[config.mk]
export PLATFORM = sky130hd
export DESIGN_NAME = gameport_axis_autocalibrate
export DESIGN_NICKNAME = d
export VERILOG_FILES = /design/src/hdl/gpac_pkg.sv /design/src/hdl/gpac_dpath.sv /design/src/hdl/gpac_ctrl.sv /design/src/hdl/gameport_axis_autocalibrate.sv
export VERILOG_INCLUDE_DIRS = /design/src /design/src/hdl
export SDC_FILE = /design/constraint.sdc
export NUM_CORES = 1
export LEC_CHECK = 0
export ABC_CLOCK_PERIOD_IN_PS = 19700
export BUFFER_PORTS_ARGS = -buffer_cell sky130_fd_sc_hd__buf_2
export CORE_AREA = 2 2 301 303
export CTS_CLUSTER_SIZE = 8
export DETAILED_ROUTE_END_ITERATION = 16
export DIE_AREA = 0 0 303 305
export HOLD_SLACK_MARGIN = 0.08
export SETUP_SLACK_MARGIN = 0.5
export SLEW_MARGIN = 40
export SYNTH_ARGS = -nofsm -noshare
export SYNTH_HDL_FRONTEND = slang
export SYNTH_SLANG_ARGS = --single-unit
export TNS_END_PERCENT = 20
[constraint.sdc]
create_clock -name i_clk -period 19.7 [get_ports i_clk]
set_input_delay 2.955 -clock i_clk [delete_from_list [all_inputs] [get_ports i_clk]]
set_output_delay 2.955 -clock i_clk [all_outputs]
set_load 0.1 [all_outputs]
[src/hdl/gameport_axis_autocalibrate_defines.svh]
// Assertion macros shared by the game-port calibration reader RTL.
`ifndef GAMEPORT_AXIS_AUTOCALIBRATE_DEFINES_SVH
`define GAMEPORT_AXIS_AUTOCALIBRATE_DEFINES_SVH

// Same-cycle implication, disabled while reset is asserted.
`define GPAC_ASSERT_NOW(lbl, ante, cons, msg) \
    lbl: assert property (@(posedge i_clk) disable iff (!i_rst_n) (ante) |-> (cons)) \
        else $error(msg);

// Next-cycle implication, disabled while reset is asserted.
`define GPAC_ASSERT_NEXT(lbl, ante, cons, msg) \
    lbl: assert property (@(posedge i_clk) disable iff (!i_rst_n) (ante) |=> (cons)) \
        else $error(msg);

`endif

[src/hdl/gpac_pkg.sv]
// Shared types, constants and control structs of the game-port calibration reader.
package gpac_pkg;

    localparam int AXES         = 4;
    localparam int CNT_W        = 20;
    localparam logic [CNT_W-1:0] COUNT_MAX = '1;
    localparam int SAMPLE_LIMIT = 1048575;
    localparam int SMP_W        = $clog2(SAMPLE_LIMIT + 1);
    localparam int IDX_W        = $clog2(AXES);
    localparam int POS_W        = 16;
    localparam int Q_W          = 16;
    localparam int NUM_W        = CNT_W + Q_W;
    localparam int DIV_STEPS    = Q_W;
    localparam int STEP_W       = $clog2(DIV_STEPS);
    localparam int FULL_SCALE   = 32767;

    // opcodes
    localparam logic [1:0] OP_READ   = 2'd0;
    localparam logic [1:0] OP_CAL    = 2'd1;
    localparam logic [1:0] OP_SAMPLE = 2'd2;

    // configuration register indexes
    localparam logic CFG_PRESENT = 1'b0;
    localparam logic CFG_USE_MID = 1'b1;
    localparam int   CFG_DATA_W  = 4;

    typedef struct packed {
        logic [1:0] opcode;
        logic [3:0] axis_level;
        logic [3:0] button_raw;
    } t_in;

    typedef struct packed {
        logic signed [POS_W-1:0] axis_zero;
        logic signed [POS_W-1:0] axis_one;
        logic signed [POS_W-1:0] axis_two;
        logic signed [POS_W-1:0] axis_three;
        logic [3:0]              buttons_pressed;
    } t_out;

    typedef enum logic [1:0] {
        K_RANGE,
        K_NEG,
        K_POS
    } t_kind;

    typedef enum logic [2:0] {
        S_IDLE,
        S_UPD,
        S_PREP,
        S_NUM,
        S_DIV,
        S_OUT
    } t_state;

    typedef struct packed {
        logic             start;
        logic             count;
        logic             set_mid;
        logic             upd;
        logic             clr_res;
        logic             prep;
        logic             load;
        logic             step;
        logic             fin;
        logic             load_out;
        logic [IDX_W-1:0] idx;
    } t_cmd;

    typedef struct packed {
        logic present;
        logic any_present;
        logic last_sample;
        logic zero;
    } t_sts;

endpackage

[src/hdl/gpac_dpath.sv]
// Datapath: axis counters, min/max/midpoint store, scaling setup, serial divider, output register.
module gpac_dpath import gpac_pkg::*; (
    input  logic                  i_clk,
    input  logic                  i_rst_n,
    input  logic                  i_cfg_we,
    input  logic                  i_cfg_index,
    input  logic [CFG_DATA_W-1:0] i_cfg_data,
    input  t_in                   i_in_data,
    input  t_cmd                  i_cmd,
    output t_sts                  o_sts,
    output t_out                  o_out_data
);

    logic [AXES-1:0]  r_present;
    logic             r_use_mid;
    logic [CNT_W-1:0] r_count [AXES];
    logic [CNT_W-1:0] r_min   [AXES];
    logic [CNT_W-1:0] r_max   [AXES];
    logic [CNT_W-1:0] r_mid   [AXES];
    logic [SMP_W-1:0] r_smp;
    logic [3:0]       r_btn;

    logic [CNT_W-1:0] n_count [AXES];

    // scaling setup and divider (payload, no reset)
    logic [CNT_W-1:0]        r_a;
    logic [CNT_W-1:0]        r_den;
    t_kind                   r_kind;
    logic [CNT_W-1:0]        r_rem;
    logic [Q_W-1:0]          r_lo;
    logic [Q_W-1:0]          r_quo;
    logic signed [POS_W-1:0] r_pos [AXES];
    t_out                    r_out;

    logic [CNT_W-1:0] c, mn, mx, md, thr, span, d_lo, d_hi;
    logic [CNT_W-1:0] n_a, n_den;
    t_kind            n_kind;
    logic             zero;
    logic [NUM_W-1:0] num;
    logic [CNT_W:0]   trial, diff;
    logic             ge;
    logic [CNT_W-1:0] n_rem;
    logic [Q_W-1:0]   q_next;
    logic [POS_W-1:0] res;
    logic [AXES-1:0]  act;

    assign act = r_present;

    always_comb begin
        for (int t = 0; t < AXES; t++) begin
            if (i_in_data.axis_level[t] && (r_count[t] != COUNT_MAX)) begin
                n_count[t] = r_count[t] + 1'b1;
            end else begin
                n_count[t] = r_count[t];
            end
        end
    end

    // scaling case selection from the updated min/max of the current axis
    always_comb begin
        c    = r_count[i_cmd.idx];
        mn   = r_min[i_cmd.idx];
        mx   = r_max[i_cmd.idx];
        md   = r_mid[i_cmd.idx];
        thr  = {3'b000, mx[CNT_W-1:3]};
        span = mx - mn;
        d_lo = md - mn;
        d_hi = mx - md;
        if (!r_use_mid) begin
            n_kind = K_RANGE;
            n_den  = span;
            n_a    = c - mn;
            zero   = (span < thr) || (span == '0);
        end else if (c < md) begin
            n_kind = K_NEG;
            n_den  = d_lo;
            n_a    = md - c;
            zero   = (span < thr) || (d_lo < thr) || (d_lo == '0);
        end else begin
            n_kind = K_POS;
            n_den  = d_hi;
            n_a    = c - md;
            zero   = (span < thr) || (d_hi < thr) || (d_hi == '0);
        end
    end

    // 32767*a = (a<<15) - a, 65534*a = (a<<16) - (a<<1)
    always_comb begin
        if (r_kind == K_RANGE) begin
            num = {r_a, 16'b0} - NUM_W'({r_a, 1'b0});
        end else begin
            num = NUM_W'({r_a, 15'b0}) - NUM_W'(r_a);
        end
    end

    // restoring divide step; quotient fits Q_W bits since a <= den
    always_comb begin
        trial  = {r_rem, r_lo[Q_W-1]};
        diff   = trial - {1'b0, r_den};
        ge     = (trial >= {1'b0, r_den});
        n_rem  = ge ? diff[CNT_W-1:0] : trial[CNT_W-1:0];
        q_next = {r_quo[Q_W-2:0], ge};
        case (r_kind)
            K_NEG:   res = POS_W'(0) - q_next;
            K_POS:   res = q_next;
            default: res = q_next - POS_W'(FULL_SCALE);
        endcase
    end

    always_ff @(posedge i_clk) begin
        if (!i_rst_n) begin
            r_present <= '0;
            r_use_mid <= 1'b0;
            r_smp     <= '0;
            r_btn     <= '0;
            for (int t = 0; t < AXES; t++) begin
                r_count[t] <= '0;
                r_min[t]   <= COUNT_MAX;
                r_max[t]   <= '0;
                r_mid[t]   <= '0;
            end
        end else begin
            if (i_cfg_we) begin
                if (i_cfg_index == CFG_PRESENT) begin
                    r_present <= i_cfg_data[AXES-1:0];
                end else begin
                    r_use_mid <= i_cfg_data[0];
                end
            end
            if (i_cmd.start) begin
                r_btn <= ~i_in_data.button_raw;
                r_smp <= '0;
                for (int t = 0; t < AXES; t++) begin
                    r_count[t] <= '0;
                end
            end
            if (i_cmd.count) begin
                r_smp <= r_smp + 1'b1;
                for (int t = 0; t < AXES; t++) begin
                    r_count[t] <= n_count[t];
                end
            end
            if (i_cmd.set_mid) begin
                for (int t = 0; t < AXES; t++) begin
                    r_mid[t] <= n_count[t];
                end
            end
            if (i_cmd.upd) begin
                if (r_count[i_cmd.idx] > r_max[i_cmd.idx]) begin
                    r_max[i_cmd.idx] <= r_count[i_cmd.idx];
                end
                if (r_count[i_cmd.idx] < r_min[i_cmd.idx]) begin
                    r_min[i_cmd.idx] <= r_count[i_cmd.idx];
                end
            end
        end
    end

    always_ff @(posedge i_clk) begin
        if (i_cmd.prep) begin
            r_a    <= n_a;
            r_den  <= n_den;
            r_kind <= n_kind;
        end
        if (i_cmd.load) begin
            r_rem <= num[NUM_W-1:Q_W];
            r_lo  <= num[Q_W-1:0];
        end
        if (i_cmd.step) begin
            r_rem <= n_rem;
            r_lo  <= {r_lo[Q_W-2:0], 1'b0};
            r_quo <= q_next;
        end
        if (i_cmd.clr_res || (i_cmd.prep && zero)) begin
            r_pos[i_cmd.idx] <= '0;
        end
        if (i_cmd.step && i_cmd.fin) begin
            r_pos[i_cmd.idx] <= res;
        end
        if (i_cmd.load_out) begin
            r_out.axis_zero       <= r_pos[0];
            r_out.axis_one        <= r_pos[1];
            r_out.axis_two        <= r_pos[2];
            r_out.axis_three      <= r_pos[3];
            r_out.buttons_pressed <= r_btn;
        end
    end

    // sample counter reaches the limit on this transfer when it sits at limit-1
    assign o_sts.present     = act[i_cmd.idx];
    assign o_sts.any_present = (act != '0);
    assign o_sts.last_sample = ((i_in_data.axis_level & act) == '0)
                            || (r_smp >= SMP_W'(SAMPLE_LIMIT - 1));
    assign o_sts.zero        = zero;
    assign o_out_data        = r_out;

endmodule

[src/hdl/gpac_ctrl.sv]
// Controller: measurement flags, per-axis scaling sequence and output valid.
`include "gameport_axis_autocalibrate_defines.svh"
module gpac_ctrl import gpac_pkg::*; (
    input  logic i_clk,
    input  logic i_rst_n,
    input  logic i_in_valid,
    output logic o_in_ready,
    input  t_in  i_in_data,
    output logic o_out_valid,
    input  logic i_out_ready,
    input  t_sts i_sts,
    output t_cmd o_cmd
);

    t_state            r_state, n_state;
    logic [IDX_W-1:0]  r_idx, n_idx;
    logic              r_meas, n_meas;
    logic              r_cal, n_cal;
    logic [STEP_W-1:0] r_step, n_step;
    logic              r_out_valid, n_out_valid;
    logic              in_xfer;
    logic              advance;

    // input is taken only between scaling runs
    assign o_in_ready = (r_state == S_IDLE);
    assign in_xfer    = i_in_valid && o_in_ready;

    always_ff @(posedge i_clk) begin
        if (!i_rst_n) begin
            r_state     <= S_IDLE;
            r_idx       <= '0;
            r_meas      <= 1'b0;
            r_cal       <= 1'b0;
            r_step      <= '0;
            r_out_valid <= 1'b0;
        end else begin
            r_state     <= n_state;
            r_idx       <= n_idx;
            r_meas      <= n_meas;
            r_cal       <= n_cal;
            r_step      <= n_step;
            r_out_valid <= n_out_valid;
        end
    end

    always_comb begin
        n_state     = r_state;
        n_idx       = r_idx;
        n_meas      = r_meas;
        n_cal       = r_cal;
        n_step      = r_step;
        n_out_valid = r_out_valid && !i_out_ready;
        o_cmd       = '0;
        o_cmd.idx   = r_idx;
        advance     = 1'b0;

        unique case (r_state)
            S_IDLE: begin
                if (in_xfer) begin
                    if ((i_in_data.opcode == OP_READ) || (i_in_data.opcode == OP_CAL)) begin
                        o_cmd.start = 1'b1;
                        n_meas      = 1'b1;
                        n_cal       = (i_in_data.opcode == OP_CAL);
                    end else if ((i_in_data.opcode == OP_SAMPLE) && r_meas) begin
                        o_cmd.count = 1'b1;
                        if (i_sts.last_sample) begin
                            n_meas = 1'b0;
                            if (r_cal) begin
                                n_cal         = 1'b0;
                                o_cmd.set_mid = i_sts.any_present;
                            end else begin
                                n_idx   = '0;
                                n_state = S_UPD;
                            end
                        end
                    end
                end
            end
            S_UPD: begin
                if (i_sts.present) begin
                    o_cmd.upd = 1'b1;
                    n_state   = S_PREP;
                end else begin
                    o_cmd.clr_res = 1'b1;
                    advance       = 1'b1;
                end
            end
            S_PREP: begin
                o_cmd.prep = 1'b1;
                if (i_sts.zero) begin
                    advance = 1'b1;
                end else begin
                    n_state = S_NUM;
                end
            end
            S_NUM: begin
                o_cmd.load = 1'b1;
                n_step     = STEP_W'(DIV_STEPS - 1);
                n_state    = S_DIV;
            end
            S_DIV: begin
                o_cmd.step = 1'b1;
                o_cmd.fin  = (r_step == '0);
                if (r_step == '0) begin
                    advance = 1'b1;
                end else begin
                    n_step = r_step - 1'b1;
                end
            end
            S_OUT: begin
                if (!r_out_valid || i_out_ready) begin
                    o_cmd.load_out = 1'b1;
                    n_out_valid    = 1'b1;
                    n_state        = S_IDLE;
                end
            end
            default: begin
                n_state = S_IDLE;
            end
        endcase

        if (advance) begin
            if (r_idx == IDX_W'(AXES - 1)) begin
                n_state = S_OUT;
            end else begin
                n_idx   = r_idx + 1'b1;
                n_state = S_UPD;
            end
        end
    end

    assign o_out_valid = r_out_valid;

    `GPAC_ASSERT_NOW(a_cal_implies_meas, r_cal, r_meas, "calibrate flag without measurement")
    `GPAC_ASSERT_NOW(a_busy_not_meas, r_state != S_IDLE, !r_meas, "measuring during scaling")
    `GPAC_ASSERT_NOW(a_no_overwrite, o_cmd.load_out, !r_out_valid || i_out_ready, "result overwritten")
    `GPAC_ASSERT_NEXT(a_div_holds, (r_state == S_DIV) && (r_step != '0), r_state == S_DIV, "divide cut short")

endmodule

[src/hdl/gameport_axis_autocalibrate.sv]
// Top level of the game-port axis timing reader with running calibration.
// Throughput: one start or port sample per cycle, none while a finished read scales or waits to load.
// Scaling steps each present axis through update, setup, numerator and 16 divide steps,
// only update and setup if its span is too small, one clear per absent axis, then loads
// the output register, later while a result still waits to be taken.
// Reset (i_rst_n low, synchronous): control and calibration registers zero, minima all ones, no result pending.
module gameport_axis_autocalibrate import gpac_pkg::*; (
    input  logic                  i_clk,
    input  logic                  i_rst_n,
    // configuration write port: index 0 present mask, index 1 midpoint scaling
    input  logic                  i_cfg_we,
    input  logic                  i_cfg_index,
    input  logic [CFG_DATA_W-1:0] i_cfg_data,
    // input channel: starts and port samples
    input  logic                  i_in_valid,
    output logic                  o_in_ready,
    input  t_in                   i_in_data,
    // output channel: one transfer per finished read measurement
    output logic                  o_out_valid,
    input  logic                  i_out_ready,
    output t_out                  o_out_data
);

    t_cmd cmd;
    t_sts sts;

    // Controller owns the measuring/calibrating flags, the axis sequence and the
    // output valid; the datapath owns counters, calibration store and divider.
    // The output register lets new starts and samples be taken while a result
    // still waits; only a second finished read stalls until the first is taken.
    gpac_ctrl u_ctrl (
        .i_clk       (i_clk),
        .i_rst_n     (i_rst_n),
        .i_in_valid  (i_in_valid),
        .o_in_ready  (o_in_ready),
        .i_in_data   (i_in_data),
        .o_out_valid (o_out_valid),
        .i_out_ready (i_out_ready),
        .i_sts       (sts),
        .o_cmd       (cmd)
    );

    gpac_dpath u_dpath (
        .i_clk       (i_clk),
        .i_rst_n     (i_rst_n),
        .i_cfg_we    (i_cfg_we),
        .i_cfg_index (i_cfg_index),
        .i_cfg_data  (i_cfg_data),
        .i_in_data   (i_in_data),
        .i_cmd       (cmd),
        .o_sts       (sts),
        .o_out_data  (o_out_data)
    );

endmodule
# Word-level counts from Yosys, hierarchy flattened
# Memory sizes are Yosys's and may differ from the RTL's. A register that Yosys moved wholly into a read port is not among the register bits.
# Cells that the tools add are included.
totals:
  mem_bits_rw: 384
  n_memories: 5
  word_cells: 243
  regBits: 138
memory_table:
  columns: ["name", "depth", "word_bits", "rd", "rd_ports_with_merged_regs", "write_ports", "line_no", "source"]
  rows:
  - ["u_dpath.r_count", 4, 20, 5, 1, 4, "gpac_dpath.sv:16", "logic [CNT_W-1:0] r_count [AXES];"]
  - ["u_dpath.r_max", 4, 20, 1, 1, 4, "gpac_dpath.sv:18", "logic [CNT_W-1:0] r_max [AXES];"]
  - ["u_dpath.r_mid", 4, 20, 1, 1, 4, "gpac_dpath.sv:19", "logic [CNT_W-1:0] r_mid [AXES];"]
  - ["u_dpath.r_min", 4, 20, 1, 1, 4, "gpac_dpath.sv:17", "logic [CNT_W-1:0] r_min [AXES];"]
  - ["u_dpath.r_pos", 4, 16, 4, 4, 1, "gpac_dpath.sv:32", "logic signed [POS_W-1:0] r_pos [AXES];"]
classes:
  reduce_logical: 41
  order_cmp: 9
  n_addsub: 18
  bitwise_logic: 16
  eq_ne: 24
  muxes: 112
op_table:
  columns: ["op", "n"]
  rows:
  - ["$mux 20", 27]
  - ["$sub 20x20->20", 7]
  - ["$add 20x1->20 const B", 5]
  - ["$ne 20x20->1 const B", 4]
  - ["$logic_not 20->1", 3]
  - ["$lt 20x17->1", 3]
  - ["$mux 16", 3]
  - ["$mux 1", 44]
  - ["$lt 20x20->1", 2]
  - ["$reduce_or 20->1", 2]
  - ["$mux 2", 19]
  - ["$mux 3", 12]
  - ["$mux 36", 1]
  - ["$sub 35x20->36", 1]
  - ["$sub 36x21->36", 1]
  - ["$pmux 16 s2", 1]
  - ["$ge 21x20->1", 1]
  - ["$ge 20x20->1 const B", 1]
  - ["$gt 20x20->1", 1]
  - ["$ne 3x3->1 const B", 6]
  - ["$pmux 3 s6", 1]
  - ["$sub 1x16->16 const A", 1]
  - ["$sub 16x15->16 const B", 1]
  - ["$or 1x1->1", 13]
  - ["other kinds (30)", 60]

# Depth between registers and ports, before layout
logic_depth:
  ltp_word: 13
  ltp_mapped: 24
  ltp_nobuf: 21

# Hierarchy
# A second synthesis with hierarchy kept.
unflattened:
  hier_cells: 3430
  area_unflattened_um2: 35788.1
by_module_without_submodules:
  columns: ["mod", "cells_each", "area_each_um2", "n_inst", "seq_area_each_um2"]
  rows:
  - ["gpac_dpath", 3342, 35063.6, 1, 16736.1]
  - ["gpac_ctrl", 88, 724.4, 1, 240.2]

# Worst setup path after synthesis
# Ideal clock, no wire load.
synth_path:
  path_type: "register to register"
  startpoint: "register u_ctrl.r_idx[0]"
  endpoint: "memory u_dpath.r_pos[0][0], enable pin"
  setup_time_ns: 0.374
  path_stages_with_launch: 24
  arrival_ns: 6.382
  setup_slack_ns: 12.944
  period_less_slack_ns: 6.756
  cell_sequence: "dfxtp_1 -> clkbuf_1 -> clkbuf_1 -> buf_1 -> mux4_2 -> inv_1 -> ha_1 -> inv_1 -> fa_1 -> a21o_1 -> a221oi_1 -> o21ai_0 -> a21o_1 -> a21oi_1 -> xnor2_1 -> ha_1 -> a21o_1 -> a211o_1 -> o311ai_0 -> a21oi_1 -> o31a_1 -> o41ai_1 -> or3_4 -> and2_1"
synth_via:
  elab_chain_len: 8
synth_lines:
  columns: ["item", "line_no", "source"]
  rows:
  - ["from (decl)", "gpac_ctrl.sv:16", "logic [IDX_W-1:0] r_idx, n_idx;"]
  - ["from (signal assigned)", "gpac_ctrl.sv:38", "r_idx <= n_idx;"]
  - ["$bmux 1 s2", "gpac_dpath.sv:190", "assign o_sts.present = act[i_cmd.idx];"]
  - ["$mux 1 (implied by the code)", "gpac_dpath.sv:190", null]
  - ["$mux 1", "gpac_ctrl.sv:80", "if (i_sts.present) begin"]
  - ["$mux 2", "gpac_ctrl.sv:57", "unique case (r_state)"]
  - ["$logic_or 1x1->1", "gpac_dpath.sv:174", "if (i_cmd.clr_res || (i_cmd.prep && zero)) begin"]
  - ["$mux 1", "gpac_dpath.sv:174", null]
  - ["$mux 1 (implied by the code)", "gpac_dpath.sv:175", "r_pos[i_cmd.idx] <= '0;"]
  - ["$or 1x1->1 (no source line)", null, null]
  - ["to (decl)", "gpac_dpath.sv:32", null]
# Parallel ways exist; a longest one is shown, timed or not. The select of a mux whose other input is x is not followed.

# Final worst setup path
layout_path:
  startpoint: "register u_ctrl.r_idx[0]"
  endpoint: "memory u_dpath.r_pos[3][1], enable pin"
# Same word-level chain as after synthesis.

==> flow_summary.json <==
{
  "status": "complete, but fails checks",
  "violations": "design-rule violations",
  "final_cell_mix": "edfxtp_1 (524), nor2_1 (427), nand2_1 (325)",
  "drcViolationCount": 8,
  "clock_latency_ns": 0.65,
  "cts_buffer_depth": 3,
  "ys_seq_elements": 586,
  "first_pass_iters": 12,
  "synthArstFlopShare_pct": 0,
  "ant_nets": 0,
  "drive_gt1_share_pct": 10.8,
  "ioPinCount": 90,
  "cp_max_fo": 37,
  "place_congestion": 0.922,
  "maxSlewHeadroom_pct": 43.1,
  "utilization_pct": 44.4,
  "die_w_um": 303,
  "post-dp-hpwl_um": 77800,
  "numCtsBuffers": 84,
  "cts_root_buf": "clkbuf_16",
  "skew_ns": 0.0480,
  "vias_per_cell": 5.67,
  "grt_use_total_pct": 22.4,
  "cts_tree": "done",
  "ys.flop_type": "edfxtp_1",
  "crit_arrival_ns": 7.61,
  "ir_worst_vdd_uv": 94.4,
  "syn_avg_cell_area_um2": 10.4,
  "multi_input_area_um2": 17200,
  "rsz0062_at_grt": "false",
  "avgRoutedWirePerCell_um": 22.2,
  "syn_nets": 3662,
  "path_class": "reg -> reg",
  "fmax_mhz": 136,
  "synth_edf_count": 524,
  "ys_warn_count": 0,
  "fin_total_pwr_mw": 5.26,
  "start_kind": "register",
  "required_ns": 19.94,
  "die_y_um": 305,
  "die_area_um2": 92400,
  "path_clk_slew_ns": 0.05,
  "area_delta_synth_final_pct": 12.3,
  "drt_iter0_drc": 2461,
  "syn_inst": 3408,
  "syn_area_um2": 35300,
  "ys_seq_area_share_pct": 48.1,
  "layout_commonest_cell": "edfxtp_1",
  "initial_core_util_pct": 39.5,
  "timing.final.crit_share_pct": 37.4,
  "core.rowCount": 110,
  "cts_resized": 0,
  "p_leak_nw": 14.7,
  "hold_buffers": 0,
  "setup_viol": 0,
  "worstSetupEndpointType": "register",
  "grt_max_degree": 81,
  "routed_wl_um": 104000,
  "core_area_um2": 89300,
  "grt_pass1_vias": 25719,
  "grt_pass1_wl_um": 158000,
  "gr-total-overflow": 0,
  "nets": 3739,
  "setup-tns-final_ns": 0,
  "antenna_found_initial": 4,
  "h-tree-depth": 3,
  "slew_viol_final": 0,
  "yosys.cell_types.count": 84,
  "fin_crit_ns": 7.36,
  "power-per-cell-area_nw_per_um2": 133,
  "clkSinkCount": 586,
  "tightest_slew_ns": 0.846,
  "diodes": 0,
  "hold_slack_ns": 0.403,
  "drv_cap": 0,
  "port_buffers": 89,
  "post_cts_buffers": 0,
  "num-fill-cells": 8421,
  "regArea_um2": 17000,
  "via_count": 26707,
  "worst_hold_path_type": "reg -> reg",
  "hold_viol": 0
}
area by class of cell:
cell class	instances	share of cell area, %
multi-input cells	2485	43.4
clock buffers	133	6.00
inverters	189	1.79
clock inverters	5	0.155
repair buffers	139	2.13
flip-flops and latches	586	42.8
well taps	1176	3.71
worst paths after layout:
| path | cells after the start | slack (ns) | endpoint | start |
|---|---|---|---|---|
| min | 0 | 0.40 | o_out_data[34] | u_dpath.r_pos[2][14] |
| max | 19 | 12.34 | u_dpath.r_pos[3][1] | u_ctrl.r_idx[0] |
| max reg2reg | 19 | 12.34 | u_dpath.r_pos[3][1] | u_ctrl.r_idx[0] |
| min reg2reg | 0 | 0.40 | o_out_data[34] | u_dpath.r_pos[2][14] |
where the power goes:
group	internal, mW	total (mW)	switching [mW]
sequential	1.50	1.59	0.0895
clock	0.819	1.35	0.534
combinational	0.851	2.32	1.47
total	3.17	5.26	2.09
cell usage after synthesis (all sizes together), types with 7 or more instances:
library cell / n / area (µm²)
or2: 15 / 93.8
dfxtp: 62 / 1240
ha: 227 / 2840
o211ai: 14 / 105
and3: 45 / 282
nand2: 328 / 1230
clkbuf: 125 / 479
and2: 32 / 200
o21a: 24 / 180
fa: 7 / 140
o311ai: 7 / 61.3
xor2: 104 / 911
or3: 43 / 275
o21bai: 23 / 173
o21ai: 166 / 831
a31oi: 27 / 169
nor3b: 7 / 52.6
nand4: 49 / 307
nor3: 60 / 300
nand2b: 24 / 150
mux4: 63 / 1420
nor2b: 28 / 183
buf: 23 / 111
edfxtp: 524 / 15700
a211o: 15 / 131
nor4: 19 / 125
o31ai: 15 / 113
mux2: 18 / 203
a21oi: 217 / 1090
mux2i: 65 / 651
a2111oi: 7 / 80.1
xnor2: 108 / 946
o31a: 9 / 87.6
a21boi: 14 / 105
inv: 189 / 709
a21o: 58 / 435
a211oi: 35 / 263
nand3: 87 / 435
nor2: 430 / 1610
stage by stage:
step,worst slack (ns),instance area [µm²],instances
after floorplan,12.94,35300,3408
after global placement,11.89,37100,4573
after detailed placement,12.19,37200,4575
after CTS,12.11,39600,4713
after global routing,11.82,39700,4713
final,12.34,39700,4713
metal layers:
layer	wire length, µm	share of wire, %	GRT usage (%)	up-vias
li1	-	-	-	12585
met1	46100	44	31.2	13105
met2	48600	47	35.8	838
met3	6080	5.8	2.94	177
met4	3650	3.5	8.08	2
met5	17	0.016	0	-
critical path: stages (launching register included):
cell and delay [ns]:
dfxtp_4 0.73, buf_4 0.68, mux4_2 0.64, inv_1 0.12
ha_1 0.31, a21o_1 0.20, a221oi_1 0.65, o21ai_0 0.24
a21o_1 0.23, a21oi_1 0.17, xnor2_1 0.13, ha_1 0.22
a21o_1 0.18, a211o_1 0.27, o311ai_0 0.36, a21oi_1 0.11
o31a_1 0.13, o41ai_2 0.66, or3_4 0.28, and2_1 0.62
sequential cells by signal (all words and copies together), names as in the netlist, 3 cells and up:
signal,flops
u_dpath.r_max,80
u_dpath.r_lo,16
u_dpath.r_pos,64
u_dpath.r_a,20
u_dpath.r_quo,15
u_ctrl.r_step,4
u_dpath.r_count,80
u_dpath.r_btn,4
u_dpath.r_den,20
u_dpath.r_smp,20
u_ctrl.r_state,3
o_out_data,64
u_dpath.r_mid,80
u_dpath.r_min,80
u_dpath.r_rem,20
u_dpath.act,4
u_dpath.o_out_data,4
cell families (layout without fill, tap and decap cells):
kind of cell,after synthesis,in the layout,share of synthesized area (%)
flip-flops,586,586,48.1
multiplexers,146,146,6.43
adder cells (fa/ha/maj),234,234,8.44
XOR/XNOR,212,212,5.26
buffers and inverters,337,466,3.68
AO/OA/AOI/OAI,696,696,12.5
AND/OR/NAND/NOR,1197,1197,15.6
Power figures use the tool's default switching activity.
